$ cat config.mk
export PLATFORM = sky130hd
export DESIGN_NAME = command_line_tokenizer
export DESIGN_NICKNAME = d
export VERILOG_FILES = /design/src/rtl/core/clt_pkg.sv /design/src/rtl/core/command_line_tokenizer.sv /design/src/rtl/core/clt_scan.sv /design/src/rtl/core/clt_outbuf.sv
export SDC_FILE = /design/constraint.sdc
export NUM_CORES = 1
export LEC_CHECK = 0
export BUFFER_PORTS_ARGS = -buffer_cell sky130_fd_sc_hd__buf_2
export CAP_MARGIN = 40
export CORE_MARGIN = 8
export CORE_UTILIZATION = 30
export CTS_CLUSTER_DIAMETER = 60
export DETAILED_ROUTE_END_ITERATION = 8
export GPL_ROUTABILITY_DRIVEN = 0
export GPL_TIMING_DRIVEN = 0
export PLACE_DENSITY_LB_ADDON = 0.2
export SETUP_SLACK_MARGIN = 0.4
export SLEW_MARGIN = 20
export SYNTH_ARGS = -nofsm -noshare
export SYNTH_HDL_FRONTEND = slang
export SYNTH_SLANG_ARGS = --single-unit
export TNS_END_PERCENT = 1
$ cat constraint.sdc
create_clock -name i_clk -period 14.1 [get_ports i_clk]
set_input_delay 1.41 -clock i_clk [delete_from_list [all_inputs] [get_ports i_clk]]
set_output_delay 1.41 -clock i_clk [all_outputs]
set_load 0.02 [all_outputs]
$ cat src/rtl/core/clt_pkg.sv
// Shared types, constants and character-class functions of the command line tokenizer.
// No dependencies; every module of the block imports this package.
package clt_pkg;

    localparam int POS_W    = 13;
    localparam int LINE_MAX = 4096;
    localparam logic [POS_W-1:0] LINE_MAX_POS = POS_W'(LINE_MAX);

    localparam logic [7:0] CH_EQUALS     = 8'h3D;
    localparam logic [7:0] CH_DASH       = 8'h2D;
    localparam logic [7:0] CH_QUOTE      = 8'h22;
    localparam logic [7:0] CH_BACKSLASH  = 8'h5C;
    localparam logic [7:0] CH_UNDERSCORE = 8'h5F;

    localparam logic [2:0] TOK_END    = 3'd0;
    localparam logic [2:0] TOK_EQUALS = 3'd1;
    localparam logic [2:0] TOK_QUOTED = 3'd2;
    localparam logic [2:0] TOK_LONG   = 3'd3;
    localparam logic [2:0] TOK_SHORT  = 3'd4;
    localparam logic [2:0] TOK_IDENT  = 3'd5;
    localparam logic [2:0] TOK_VALUE  = 3'd6;
    localparam logic [2:0] TOK_UNTERM = 3'd7;

    localparam logic CMD_DATA = 1'b0;
    localparam logic CMD_END  = 1'b1;

    typedef enum logic [2:0] {
        MODE_IDLE  = 3'd0,
        MODE_WORD  = 3'd1,
        MODE_DASH  = 3'd2,
        MODE_LONG  = 3'd3,
        MODE_SHORT = 3'd4,
        MODE_QUOTE = 3'd5,
        MODE_QESC  = 3'd6
    } t_mode;

    typedef struct packed {
        logic       command;
        logic [7:0] byte_in;
    } t_item;

    typedef struct packed {
        logic [2:0]       token_type;
        logic [POS_W-1:0] token_pos;
        logic [POS_W-1:0] text_start;
        logic [POS_W-1:0] text_length;
        logic             last_of_run;
        logic             overflow;
    } t_result;

    // Results of one scanned item, first in delivery order.
    typedef struct packed {
        t_result    first;
        t_result    second;
        logic [1:0] count;
    } t_scan_res;

    function automatic logic is_alnum(input logic [7:0] b);
        return b inside {[8'h61:8'h7A], [8'h41:8'h5A], [8'h30:8'h39], CH_UNDERSCORE};
    endfunction

    // Bytes that end a word.
    function automatic logic is_space(input logic [7:0] b);
        return b inside {8'h20, [8'h09:8'h0D]};
    endfunction

    // Bytes that are skipped between tokens.
    function automatic logic is_blank(input logic [7:0] b);
        return b inside {8'h20, 8'h09, 8'h0A, 8'h0D};
    endfunction

    function automatic logic [POS_W-1:0] len_from(input logic [POS_W-1:0] from,
                                                  input logic [POS_W-1:0] upto);
        return (upto >= from) ? (upto - from) : '0;
    endfunction

endpackage

$ cat src/rtl/core/command_line_tokenizer.sv
// Command line tokenizer: bytes of a line in, token descriptors out.
// Depends on clt_pkg, clt_scan and clt_outbuf.
//
// Input channel (i_in_valid, i_in_item, o_in_stall): one item is a data byte, or an
// end command that closes the line. Output channel (o_out_valid, o_out_item,
// i_out_stall): one token descriptor per item moved; last_of_run marks the last
// descriptor caused by one input item.
// An accepted item sits in the input register and is scanned there; its first
// descriptor is written to the result register when the item is taken, and shows
// on the output from there.
// Throughput: one input item per cycle while the receiver keeps up. An item that
// yields two descriptors (a token closed by '=' or by the end command) parks its
// second one in the pending slot of the single result register, and the next item
// waits until that slot drains.
// While the receiver stalls, the waiting descriptor holds and one more input item
// is still taken into the input register; items with no descriptor keep flowing.
// Reset clears the scan state (between tokens, position zero, no overflow) and
// empties input, result and pending slots; the end command clears the scan state alike.
module command_line_tokenizer import clt_pkg::*; (
    input  logic    i_clk,
    input  logic    i_rst_n,
    input  logic    i_in_valid,
    input  t_item   i_in_item,
    output logic    o_in_stall,
    output logic    o_out_valid,
    output t_result o_out_item,
    input  logic    i_out_stall
);

    logic      r_in_v, n_in_v;
    t_item     r_in;
    logic      fire;
    logic      in_accept;
    t_scan_res scan_res;

    always_comb begin
        o_in_stall = r_in_v && !fire;
        in_accept  = i_in_valid && !o_in_stall;
        n_in_v     = in_accept || (r_in_v && !fire);
    end

    always_ff @(posedge i_clk) begin
        if (!i_rst_n) begin
            r_in_v <= 1'b0;
        end else begin
            r_in_v <= n_in_v;
        end
    end

    always_ff @(posedge i_clk) begin
        if (in_accept) begin
            r_in <= i_in_item;
        end
    end

    clt_scan u_scan (
        .i_clk   (i_clk),
        .i_rst_n (i_rst_n),
        .i_fire  (fire),
        .i_item  (r_in),
        .o_res   (scan_res)
    );

    clt_outbuf u_outbuf (
        .i_clk       (i_clk),
        .i_rst_n     (i_rst_n),
        .i_req       (r_in_v),
        .i_res       (scan_res),
        .o_take      (fire),
        .o_out_valid (o_out_valid),
        .o_out_item  (o_out_item),
        .i_out_stall (i_out_stall)
    );

endmodule

$ cat src/rtl/core/clt_scan.sv
// Scan state of the tokenizer and the per-item logic that updates it and forms results.
// Depends on clt_pkg.
module clt_scan import clt_pkg::*; (
    input  logic      i_clk,
    input  logic      i_rst_n,
    input  logic      i_fire,
    input  t_item     i_item,
    output t_scan_res o_res
);

    t_mode            r_mode, n_mode;
    logic [POS_W-1:0] r_origin, n_origin;
    logic [POS_W-1:0] r_pos, n_pos;
    logic             r_alnum, n_alnum;
    logic             r_ovf, n_ovf;

    logic [7:0]       b;
    logic             at_max;
    logic [POS_W-1:0] p;
    logic [POS_W-1:0] qs;
    logic             has_open;
    logic             do_close;
    logic             terminated;
    logic             reidle;
    logic             emit_eq;
    logic             flag_ovf;
    t_result          tok_close;
    t_result          tok_eq;
    t_result          tok_end;

    always_comb begin
        b      = i_item.byte_in;
        at_max = (r_pos >= LINE_MAX_POS);
        p      = at_max ? LINE_MAX_POS : r_pos;
        qs     = (r_origin >= LINE_MAX_POS) ? LINE_MAX_POS : r_origin + POS_W'(1);

        n_mode     = r_mode;
        n_origin   = r_origin;
        n_alnum    = r_alnum;
        n_ovf      = r_ovf | at_max;
        n_pos      = at_max ? p : p + POS_W'(1);
        do_close   = 1'b0;
        terminated = 1'b0;
        reidle     = 1'b0;
        emit_eq    = 1'b0;

        case (r_mode)
            MODE_WORD, MODE_DASH, MODE_LONG, MODE_SHORT, MODE_QUOTE, MODE_QESC: begin
                has_open = 1'b1;
            end
            default: begin
                has_open = 1'b0;
            end
        endcase

        case (r_mode)
            MODE_WORD: begin
                if (is_space(b) || b == CH_EQUALS) begin
                    do_close = 1'b1;
                    reidle   = 1'b1;
                end else if (!is_alnum(b)) begin
                    n_alnum = 1'b0;
                end
            end
            MODE_DASH: begin
                if (b == CH_DASH) begin
                    n_mode = MODE_LONG;
                end else if (!is_alnum(b)) begin
                    do_close = 1'b1;
                    reidle   = 1'b1;
                end else begin
                    n_mode = MODE_SHORT;
                end
            end
            MODE_LONG, MODE_SHORT: begin
                if (!is_alnum(b)) begin
                    do_close = 1'b1;
                    reidle   = 1'b1;
                end
            end
            MODE_QUOTE: begin
                if (b == CH_QUOTE) begin
                    do_close   = 1'b1;
                    terminated = 1'b1;
                    n_mode     = MODE_IDLE;
                end else if (b == CH_BACKSLASH) begin
                    n_mode = MODE_QESC;
                end
            end
            MODE_QESC: begin
                // An escaped quote stays in the value; a second backslash escapes again.
                n_mode = (b == CH_BACKSLASH) ? MODE_QESC : MODE_QUOTE;
            end
            default: begin
                reidle = 1'b1;
            end
        endcase

        // A byte that closed a word or flag is scanned again as if between tokens, like any idle byte.
        if (reidle) begin
            n_mode = MODE_IDLE;
            if (is_blank(b)) begin
                n_mode = MODE_IDLE;
            end else if (b == CH_EQUALS) begin
                emit_eq = 1'b1;
            end else begin
                n_origin = p;
                if (b == CH_QUOTE) begin
                    n_mode = MODE_QUOTE;
                end else if (b == CH_DASH) begin
                    n_mode = MODE_DASH;
                end else begin
                    n_mode  = MODE_WORD;
                    n_alnum = is_alnum(b);
                end
            end
        end

        flag_ovf = (i_item.command == CMD_END) ? r_ovf : n_ovf;

        tok_close.token_pos   = r_origin;
        tok_close.text_start  = r_origin;
        tok_close.last_of_run = 1'b0;
        tok_close.overflow    = flag_ovf;
        case (r_mode)
            MODE_WORD: begin
                tok_close.token_type = r_alnum ? TOK_IDENT : TOK_VALUE;
            end
            MODE_DASH, MODE_SHORT: begin
                tok_close.token_type = TOK_SHORT;
            end
            MODE_LONG: begin
                tok_close.token_type = TOK_LONG;
            end
            MODE_QUOTE, MODE_QESC: begin
                // The byte field of an end command is not a closing quote.
                tok_close.token_type = (terminated && i_item.command == CMD_DATA) ?
                                       TOK_QUOTED : TOK_UNTERM;
                tok_close.text_start = qs;
            end
            default: begin
                tok_close.token_type = TOK_END;
            end
        endcase
        tok_close.text_length = len_from(tok_close.text_start, p);

        tok_eq.token_type  = TOK_EQUALS;
        tok_eq.token_pos   = p;
        tok_eq.text_start  = p;
        tok_eq.text_length = POS_W'(1);
        tok_eq.last_of_run = 1'b1;
        tok_eq.overflow    = flag_ovf;

        tok_end.token_type  = TOK_END;
        tok_end.token_pos   = r_pos;
        tok_end.text_start  = r_pos;
        tok_end.text_length = '0;
        tok_end.last_of_run = 1'b1;
        tok_end.overflow    = flag_ovf;

        if (i_item.command == CMD_END) begin
            o_res.first  = has_open ? tok_close : tok_end;
            o_res.second = tok_end;
            o_res.count  = has_open ? 2'd2 : 2'd1;
            n_mode       = MODE_IDLE;
            n_origin     = '0;
            n_pos        = '0;
            n_alnum      = 1'b1;
            n_ovf        = 1'b0;
        end else begin
            o_res.first  = do_close ? tok_close : tok_eq;
            o_res.second = tok_eq;
            o_res.count  = {1'b0, do_close} + {1'b0, emit_eq};
        end
        o_res.first.last_of_run = (o_res.count == 2'd1);
    end

    always_ff @(posedge i_clk) begin
        if (!i_rst_n) begin
            r_mode   <= MODE_IDLE;
            r_origin <= '0;
            r_pos    <= '0;
            r_alnum  <= 1'b1;
            r_ovf    <= 1'b0;
        end else if (i_fire) begin
            r_mode   <= n_mode;
            r_origin <= n_origin;
            r_pos    <= n_pos;
            r_alnum  <= n_alnum;
            r_ovf    <= n_ovf;
        end
    end

endmodule

$ cat src/rtl/core/clt_outbuf.sv
// Result register with one pending slot for the second result of an item.
// Depends on clt_pkg.
module clt_outbuf import clt_pkg::*; (
    input  logic      i_clk,
    input  logic      i_rst_n,
    input  logic      i_req,
    input  t_scan_res i_res,
    output logic      o_take,
    output logic      o_out_valid,
    output t_result   o_out_item,
    input  logic      i_out_stall
);

    logic    r_out_v, n_out_v;
    logic    r_pend_v, n_pend_v;
    t_result r_out, n_out;
    t_result r_pend, n_pend;
    logic    out_free;

    always_comb begin
        out_free = !r_out_v || !i_out_stall;
        // An item with no result needs no room; otherwise the result register must free up.
        o_take   = i_req && !r_pend_v && (i_res.count == 2'd0 || out_free);

        n_out_v  = r_out_v && i_out_stall;
        n_out    = r_out;
        n_pend_v = r_pend_v;
        n_pend   = r_pend;
        if (out_free) begin
            if (r_pend_v) begin
                n_out    = r_pend;
                n_out_v  = 1'b1;
                n_pend_v = 1'b0;
            end else if (o_take && i_res.count != 2'd0) begin
                n_out   = i_res.first;
                n_out_v = 1'b1;
                if (i_res.count == 2'd2) begin
                    n_pend   = i_res.second;
                    n_pend_v = 1'b1;
                end
            end
        end
    end

    always_ff @(posedge i_clk) begin
        if (!i_rst_n) begin
            r_out_v  <= 1'b0;
            r_pend_v <= 1'b0;
        end else begin
            r_out_v  <= n_out_v;
            r_pend_v <= n_pend_v;
        end
    end

    always_ff @(posedge i_clk) begin
        r_out  <= n_out;
        r_pend <= n_pend;
    end

    assign o_out_valid = r_out_v;
    assign o_out_item  = r_out;

endmodule

==> results_dict.tcl, run 1 <==
set metrics [dict create \
    worst_skew_pair.late_latency_ps 360 \
    buffer_ports.inserted 57 \
    floorplan.core_area_um2 20300 \
    peak_vdd_ir_uv 60.89 \
    num_vias 5693 \
    path_max_fanout 10 \
    initial_utilization_pct 30.60 \
    die_height_um 159.9 \
    endpoint_kind "primary output" \
    cts.hold.buffers_added 0 \
    most_area_hungry_cell_type_in_the_yosys_netlist "sky130_fd_sc_hd__edfxtp_1" \
    max_clock_buf_depth 2 \
    postSynth.topFlopCell "sky130_fd_sc_hd__edfxtp_1" \
    post_cts_resize_count 0 \
    layout-area-overhead-vs-synth_pct 16.03 \
    netlist-cell-type-count 76 \
    critPathLaunch "r_in[3]" \
    post-synth-top-area-fraction_pct 32.87 \
    cts_sinks 102 \
    fin_skew_ps 7.781 \
    synth.yosys.seq_area_share_pct 43.83 \
    drv_slew 0 \
    ff2ff_setup_slack_ps 9020 \
    n_antenna_cell 0 \
    reg2regPathDepth 15 \
    powerDensity_nw_per_um2 91.06 \
    overall_routed_net_length_mm 19.94 \
    mappedNetlistNets 685 \
    dr_pass1_iterations 7 \
    timing.final.hold_violations 0 \
    num_io_pins 59 \
    drive_gt1_share_pct 17.24 \
    ys.warnings.count 0 \
    cts_inserted_buffers 9 \
    critPathLaunchType "flip-flop" \
    synth.ff_latch_count 102 \
    fill_cells 2096 \
    timing.critical_path.cells "buf_2 -> or4_1 -> nand2b_1 -> a32oi_1 -> nand3_1 -> o21ai_2 -> ha_1 -> or3_1 -> a31o_2 -> clkbuf_1 -> and2_1 -> buf_2" \
    ys_top_cells_by_area "sky130_fd_sc_hd__edfxtp_1 (33%), sky130_fd_sc_hd__dfxtp_1 (11%), sky130_fd_sc_hd__nand2_1 (4.2%)" \
    cp_slowest_stage_delay_ps 540 \
    antenna_found_initial 0 \
    final_min_period_over_clock_period_pct 41.54 \
    criticalPathCategory "reg2out" \
    cts_setup_buffers 0 \
    clk_root_buffer_cell "sky130_fd_sc_hd__clkbuf_16" \
    synth_cells 654 \
    synth_enable_flop_cells 68 \
    finalSetupTns_ps 0 \
    p_leak_nw 2.526 \
    timing.critical_path.slowest_stage_cell "sky130_fd_sc_hd__a32oi_1" \
    rsz0062_at_grt "no" \
    final_antenna_net_count 0 \
    achievable-frequency_mhz 170.7 \
    path_common_cell "sky130_fd_sc_hd__buf_2" \
    timing.critical_path.required_ps 12690 \
    global_route_wire_length_before_repair_mm 31.47 \
    finalSetupViolations 0 \
    result_of_the_run "completed" \
    routed_wire_length_per_instance_um 19.92 \
    crit_path_end "o_in_stall" \
    global_route.usage.total_pct 15.43 \
    route.detailed.drc 0 \
    rr_endpoint "u_outbuf.o_out_item[2]" \
    min_path_type "reg2reg" \
    chipWidth_um 159.9 \
    drt_iter0_markers 661 \
    max-slew-margin-rel_pct 42.55 \
    post_drt_via_cell_ratio 5.687 \
    post_synth_instance_area_um2 6212 \
    timing.max_cap.violations 0 \
    final_period_minus_worst_setup_slack_ps 5857 \
    fp-row-count 52 \
    synth_area_per_cell_um2 9.499 \
    grt_max_degree 26 \
    tritoncts_clock_tree "yes" \
    synth_async_sr_flop_share_pct 0 \
    grt-ovfl-total 0 \
    worstPathArrival_ps 4450 \
    htree_num_levels 3 \
    first_global_vias 5575 \
    dp_hpwl_mm 15.10 \
    setup_slack_ps 8243 \
    clk_pin_slew_worst_setup_hold_paths_ps 70 \
    design.die.area_um2 25570 \
    worst_pin_slew_ps 855.2 \
    post-place-ws_ps 8638 \
    rr_startpoint "u_scan.r_mode[0]" \
    layout.nets 757 \
]
## registers in the layout, indices dropped and copies added (netlist names)
name / count
u_outbuf.o_out_item: 44
u_scan.r_origin: 13
u_scan.r_ovf: 1
u_outbuf.r_pend: 15
r_in_v: 1
u_scan.r_alnum: 1
u_scan.r_mode: 3
u_scan.r_pos: 13
u_outbuf.r_pend_v: 1
r_in: 9
u_outbuf.o_out_valid: 1
## per-layer routing
metal | vias up | global-route usage, % | part of all wire (%)
met5 | - | 0 | 0
met4 | 0 | 7.859 | 4.3
met3 | 58 | 3.316 | 7.0
met1 | 2754 | 19.15 | 43
li1 | 2628 | - | -
met2 | 253 | 24.89 | 46
## worst min-delay path by stage
| stage | startpoint | endpoint | slack [ps] | depth (start not counted) |
|---|---|---|---|---|
| floorplan | u_scan.r_ovf | u_scan.r_ovf | 430 | 2 |
| global placement | u_scan.r_ovf | u_scan.r_ovf | 470 | 2 |
| detailed placement | u_scan.r_ovf | u_scan.r_ovf | 470 | 2 |
| CTS | u_scan.r_ovf | u_scan.r_ovf | 490 | 2 |
| global route | u_scan.r_ovf | u_scan.r_ovf | 530 | 2 |
| finish | u_scan.r_ovf | u_scan.r_ovf | 490 | 2 |
## Yosys cell counts, types with 6 or more instances
| master | n |
|---|---|
| sky130_fd_sc_hd__ha_1 | 17 |
| sky130_fd_sc_hd__inv_1 | 22 |
| sky130_fd_sc_hd__nor3_1 | 14 |
| sky130_fd_sc_hd__xnor2_1 | 11 |
| sky130_fd_sc_hd__and3_1 | 11 |
| sky130_fd_sc_hd__clkbuf_1 | 30 |
| sky130_fd_sc_hd__nand4_1 | 11 |
| sky130_fd_sc_hd__a21oi_1 | 37 |
| sky130_fd_sc_hd__nand2_1 | 70 |
| sky130_fd_sc_hd__dfxtp_1 | 34 |
| sky130_fd_sc_hd__nor4_1 | 8 |
| sky130_fd_sc_hd__and2_1 | 10 |
| sky130_fd_sc_hd__nor2_1 | 52 |
| sky130_fd_sc_hd__xor2_1 | 7 |
| sky130_fd_sc_hd__o2111ai_1 | 8 |
| sky130_fd_sc_hd__a32o_1 | 6 |
| sky130_fd_sc_hd__o21ai_0 | 32 |
| sky130_fd_sc_hd__a221oi_2 | 8 |
| sky130_fd_sc_hd__nor2b_1 | 17 |
| sky130_fd_sc_hd__nand2b_1 | 9 |
| sky130_fd_sc_hd__o21a_1 | 7 |
| sky130_fd_sc_hd__a21o_1 | 6 |
| sky130_fd_sc_hd__buf_2 | 6 |
| sky130_fd_sc_hd__nand3_1 | 22 |
| sky130_fd_sc_hd__a31oi_1 | 6 |
| sky130_fd_sc_hd__or3_1 | 7 |
| sky130_fd_sc_hd__edfxtp_1 | 68 |
| sky130_fd_sc_hd__nor3_2 | 9 |
| sky130_fd_sc_hd__a221oi_1 | 10 |
| sky130_fd_sc_hd__o22ai_1 | 7 |
## per-stage QoR
stage	instance area (µm²)	std cells	hold WS [ps]	power (mW)	util, %
6_report	7208	1001	492.9	0.6564	35.51
5_1_grt	7208	1001	533.4	0.6805	35.51
4_1_cts	7208	1001	488.0	0.6640	35.51
3_5_place_dp	6922	985	470.3	0.4135	34.10
3_3_place_gp	6835	981	468.5	0.4107	33.67
2_1_floorplan	6212	654	428.0	0.3870	-
## power by group
part | total [mW] | internal [mW] | leakage [nW] | switching, mW
Clock | 0.249 | 0.132 | 0.141 | 0.118
Sequential | 0.331 | 0.328 | 0.887 | 0.00377
Combinational | 0.0758 | 0.0241 | 1.50 | 0.0516
Total | 0.656 | 0.483 | 2.53 | 0.173
## worst max-delay path: cells and delay by family, from the launching register on
family	cells	cell delay, ps
and+or+nand+nor	5	1650
buffers and inverters	3	630
adders and majority gates	1	340
DFF	1	370
AOI/OAI and AO/OA	3	1100
## final cells by class
class                      instances  area [µm²]  share of cell area (%)
inverter                          25       93.84                   1.302
clock inverter                     3       26.28                  0.3645
sequential                       102        2723                   37.77
clock buffer                      13       260.3                   3.610
buffer                            42       198.9                   2.760
multi-input combinational        485        3213                   44.58
timing repair buffer              61       355.3                   4.930
tap                              270       337.8                   4.687
## cell families (layout without fill, tap and decap cells)
| logic type | count (synthesis) | in the layout | synth area share [%] |
|---|---|---|---|
| adders and majority gates | 18 | 18 | 3.746 |
| and+or+nand+nor | 262 | 262 | 22.30 |
| buffers and inverters | 67 | 144 | 4.713 |
| xor gates and xnor gates | 18 | 18 | 2.538 |
| muxes | 4 | 4 | 0.6647 |
| DFF | 102 | 102 | 43.83 |
| AOI/OAI and AO/OA | 183 | 183 | 22.22 |
## cell usage in the layout (no fill, tap or decap), types with 4 or more instances in the layout
cell                        netlist  final
sky130_fd_sc_hd__dfxtp_1         34     34
sky130_fd_sc_hd__nor3_1          14     14
sky130_fd_sc_hd__a221oi_2         8      8
sky130_fd_sc_hd__a21boi_0         4      4
sky130_fd_sc_hd__o21a_1           7      7
sky130_fd_sc_hd__a221oi_1        10     10
sky130_fd_sc_hd__or3_1            7      7
sky130_fd_sc_hd__a211oi_1         5      5
sky130_fd_sc_hd__and2_1          10     10
sky130_fd_sc_hd__buf_4            3      5
sky130_fd_sc_hd__o2111ai_1        8      8
sky130_fd_sc_hd__a31oi_1          6      6
sky130_fd_sc_hd__nand3_1         22     22
sky130_fd_sc_hd__nor2b_1         17     17
sky130_fd_sc_hd__xnor2_1         11     11
sky130_fd_sc_hd__edfxtp_1        68     68
sky130_fd_sc_hd__o21ai_0         32     32
sky130_fd_sc_hd__xor2_1           7      7
sky130_fd_sc_hd__a32o_1           6      6
sky130_fd_sc_hd__inv_1           22     22
sky130_fd_sc_hd__o211ai_1         5      5
sky130_fd_sc_hd__nor4_1           8      8
sky130_fd_sc_hd__nand2_1         70     70
sky130_fd_sc_hd__o22ai_1          7      7
sky130_fd_sc_hd__ha_1            17     17
sky130_fd_sc_hd__nand4_1         11     11
sky130_fd_sc_hd__a21oi_1         37     36
sky130_fd_sc_hd__buf_2            6     63
sky130_fd_sc_hd__clkbuf_1        30     32
sky130_fd_sc_hd__and3_1          11     11
sky130_fd_sc_hd__nand2b_1         9      9
sky130_fd_sc_hd__nor3_2           9      9
sky130_fd_sc_hd__nor2_1          52     52
sky130_fd_sc_hd__a21o_1           6      6
sky130_fd_sc_hd__clkbuf_16        0      9
sky130_fd_sc_hd__o31ai_1          5      5
Power figures use the tool's default switching activity.
==> run 2: changes to the inputs <==
- clock period: 14.1 -> 6 ns (I/O delays scaled with it)
==> run 2 against run 1 <==
Against the previous run:
- clock power up 140%
- first-iteration DRC count decreased by 1.7%
- highest routed layer unchanged
- setup slack got worse by 7300 ps
- global-route usage barely moved
- critical path depth grew 3
- power rose by 140%
- largest cell class unchanged
- non-clock buffer count unchanged
==> results_dict.tcl, run 2 (synthesis results as in run 1) <==
set metrics [dict create \
    grt-ovfl-total 0 \
    grt_max_degree 26 \
    finalSetupViolations 0 \
    timing.max_cap.violations 0 \
    fin_skew_ps 8.997 \
    mostFrequentLayoutCells "sky130_fd_sc_hd__nand2_1 (70), sky130_fd_sc_hd__edfxtp_1 (68), sky130_fd_sc_hd__buf_2 (63), sky130_fd_sc_hd__nor2_1 (52), sky130_fd_sc_hd__a21oi_1 (36)" \
    n_antenna_cell 0 \
    worstPathArrival_ps 5140 \
    endpoint_kind "flip-flop" \
    first_global_vias 5577 \
    dr_pass1_iterations 5 \
    cts_sinks 102 \
    powerDensity_nw_per_um2 214.4 \
    max-slew-margin-rel_pct 43.56 \
    peak_vdd_ir_uv 142.7 \
    drv_slew 0 \
    cts_inserted_buffers 9 \
    multi_input_logic_area_um2 3213 \
    layout-area-overhead-vs-synth_pct 16.03 \
    p_leak_nw 2.526 \
    overall_routed_net_length_mm 19.91 \
    min_path_type "in2reg" \
    power.combinational.fraction_pct 11.5 \
    achievable-frequency_mhz 197.0 \
    final_min_period_over_clock_period_pct 84.59 \
    finalSetupTns_ps 0 \
    power_mw 1.545 \
    global_route_wire_length_before_repair_mm 31.48 \
    tritoncts_clock_tree "yes" \
    die_height_um 159.9 \
    htree_num_levels 3 \
    floorplan.core_area_um2 20300 \
    final_period_minus_worst_setup_slack_ps 5075 \
    pwr-share-clk_pct 38.1 \
    timing.critical_path.required_ps 6060 \
    path_max_fanout 10 \
    timing.final.hold_violations 0 \
    largest_register_ffs 44 \
    routed_wire_length_per_instance_um 19.89 \
    route.detailed.drc 0 \
    fill_cells 2096 \
    num_vias 5674 \
    global_route.usage.total_pct 15.42 \
    chipWidth_um 159.9 \
    internal_power_mw 1.136 \
    rsz0062_at_grt "no" \
    cts_setup_buffers 0 \
    worst_skew_pair.late_latency_ps 360 \
    criticalPathCategory "reg2reg" \
    commonest_non_fill_non_tap_cell_in_the_layout "sky130_fd_sc_hd__nand2_1" \
    netSwitchingFraction_pct 26.48 \
    clk_pin_slew_worst_setup_hold_paths_ps 80 \
    final_antenna_net_count 0 \
    max_clock_buf_depth 2 \
    result_of_the_run "completed" \
    layout.nets 757 \
    regArea_um2 2723 \
    antenna_found_initial 0 \
    initial_utilization_pct 30.60 \
    post_cts_resize_count 0 \
    seqPwrFrac_pct 50.4 \
    dp_hpwl_mm 15.10 \
    drt_iter0_markers 650 \
    cts.hold.buffers_added 0 \
    clk_root_buffer_cell "sky130_fd_sc_hd__clkbuf_16" \
    critPathLaunchType "flip-flop" \
    worst_pin_slew_ps 840.1 \
    buffer_ports.inserted 57 \
    fp-row-count 52 \
    power.switching_uw 409.2 \
    drive_gt1_share_pct 17.24 \
    num_io_pins 59 \
    design.die.area_um2 25570 \
    post_drt_via_cell_ratio 5.668 \
]
run 2: worst paths after layout:
check / cells past startpoint / slack [ps] / to / start
worst min-delay path: 1 / 410 / r_in[4] / i_in_item[4]
worst min register to register: 2 / 490 / u_scan.r_ovf / u_scan.r_ovf
worst max-delay path: 15 / 920 / u_outbuf.o_out_item[2] / u_scan.r_mode[0]
worst max register to register: 15 / 920 / u_outbuf.o_out_item[2] / u_scan.r_mode[0]
run 2: metrics by stage:
stage               setup slack, ps  instances  hold WS (ps)  cell area, µm²  utilization [%]
floorplan                     888.0        654         428.0            6212                -
global placement             -580.6        981         468.5            6835            33.67
detailed placement            979.7        985         470.3            6922            34.10
CTS                           954.5       1001         403.6            7208            35.51
global route                  454.2       1001         406.9            7208            35.51
finish                        924.6       1001         412.9            7208            35.51
run 2: power groups by stage:
stage | registers (mW) | clock network [mW] | logic [mW]
after global routing | 0.781 | 0.625 | 0.192
after global placement | 0.797 | 0 | 0.168
after detailed placement | 0.795 | 0 | 0.177
after floorplan | 0.811 | 0 | 0.0983
final | 0.779 | 0.588 | 0.178
after CTS | 0.779 | 0.604 | 0.177
run 2: final cells by class:
type | count | area share (%)
inverter | 25 | 1.302
clock inverter | 3 | 0.3645
clock buffer | 13 | 3.610
timing repair buffer | 61 | 4.930
sequential | 102 | 37.77
multi-input combinational | 485 | 44.58
buffer | 42 | 2.760
tap | 270 | 4.687
run 2: worst max-delay path, cell delays in order, from the launching register on:
cell and delay [ps]:
sky130_fd_sc_hd__dfxtp_1 300, sky130_fd_sc_hd__buf_2 180, sky130_fd_sc_hd__xor2_1 370, sky130_fd_sc_hd__nand2_1 210
sky130_fd_sc_hd__or3_1 380, sky130_fd_sc_hd__clkbuf_1 200, sky130_fd_sc_hd__nand2b_1 200, sky130_fd_sc_hd__xnor2_1 340
sky130_fd_sc_hd__nand2_1 120, sky130_fd_sc_hd__ha_1 360, sky130_fd_sc_hd__and3_1 240, sky130_fd_sc_hd__a31oi_1 280
sky130_fd_sc_hd__o21ai_0 210, sky130_fd_sc_hd__a311oi_1 610, sky130_fd_sc_hd__clkbuf_1 590, sky130_fd_sc_hd__o22ai_1 200
run 2: routing by layer:
layer  GRT usage, %  vias up  part of all wire (%)
met5              0        -                     0
met4          8.029        0                   4.1
met3          3.290       53                   7.7
met2          24.82      250                    46
met1          19.12     2740                    42
li1               -     2631                     -
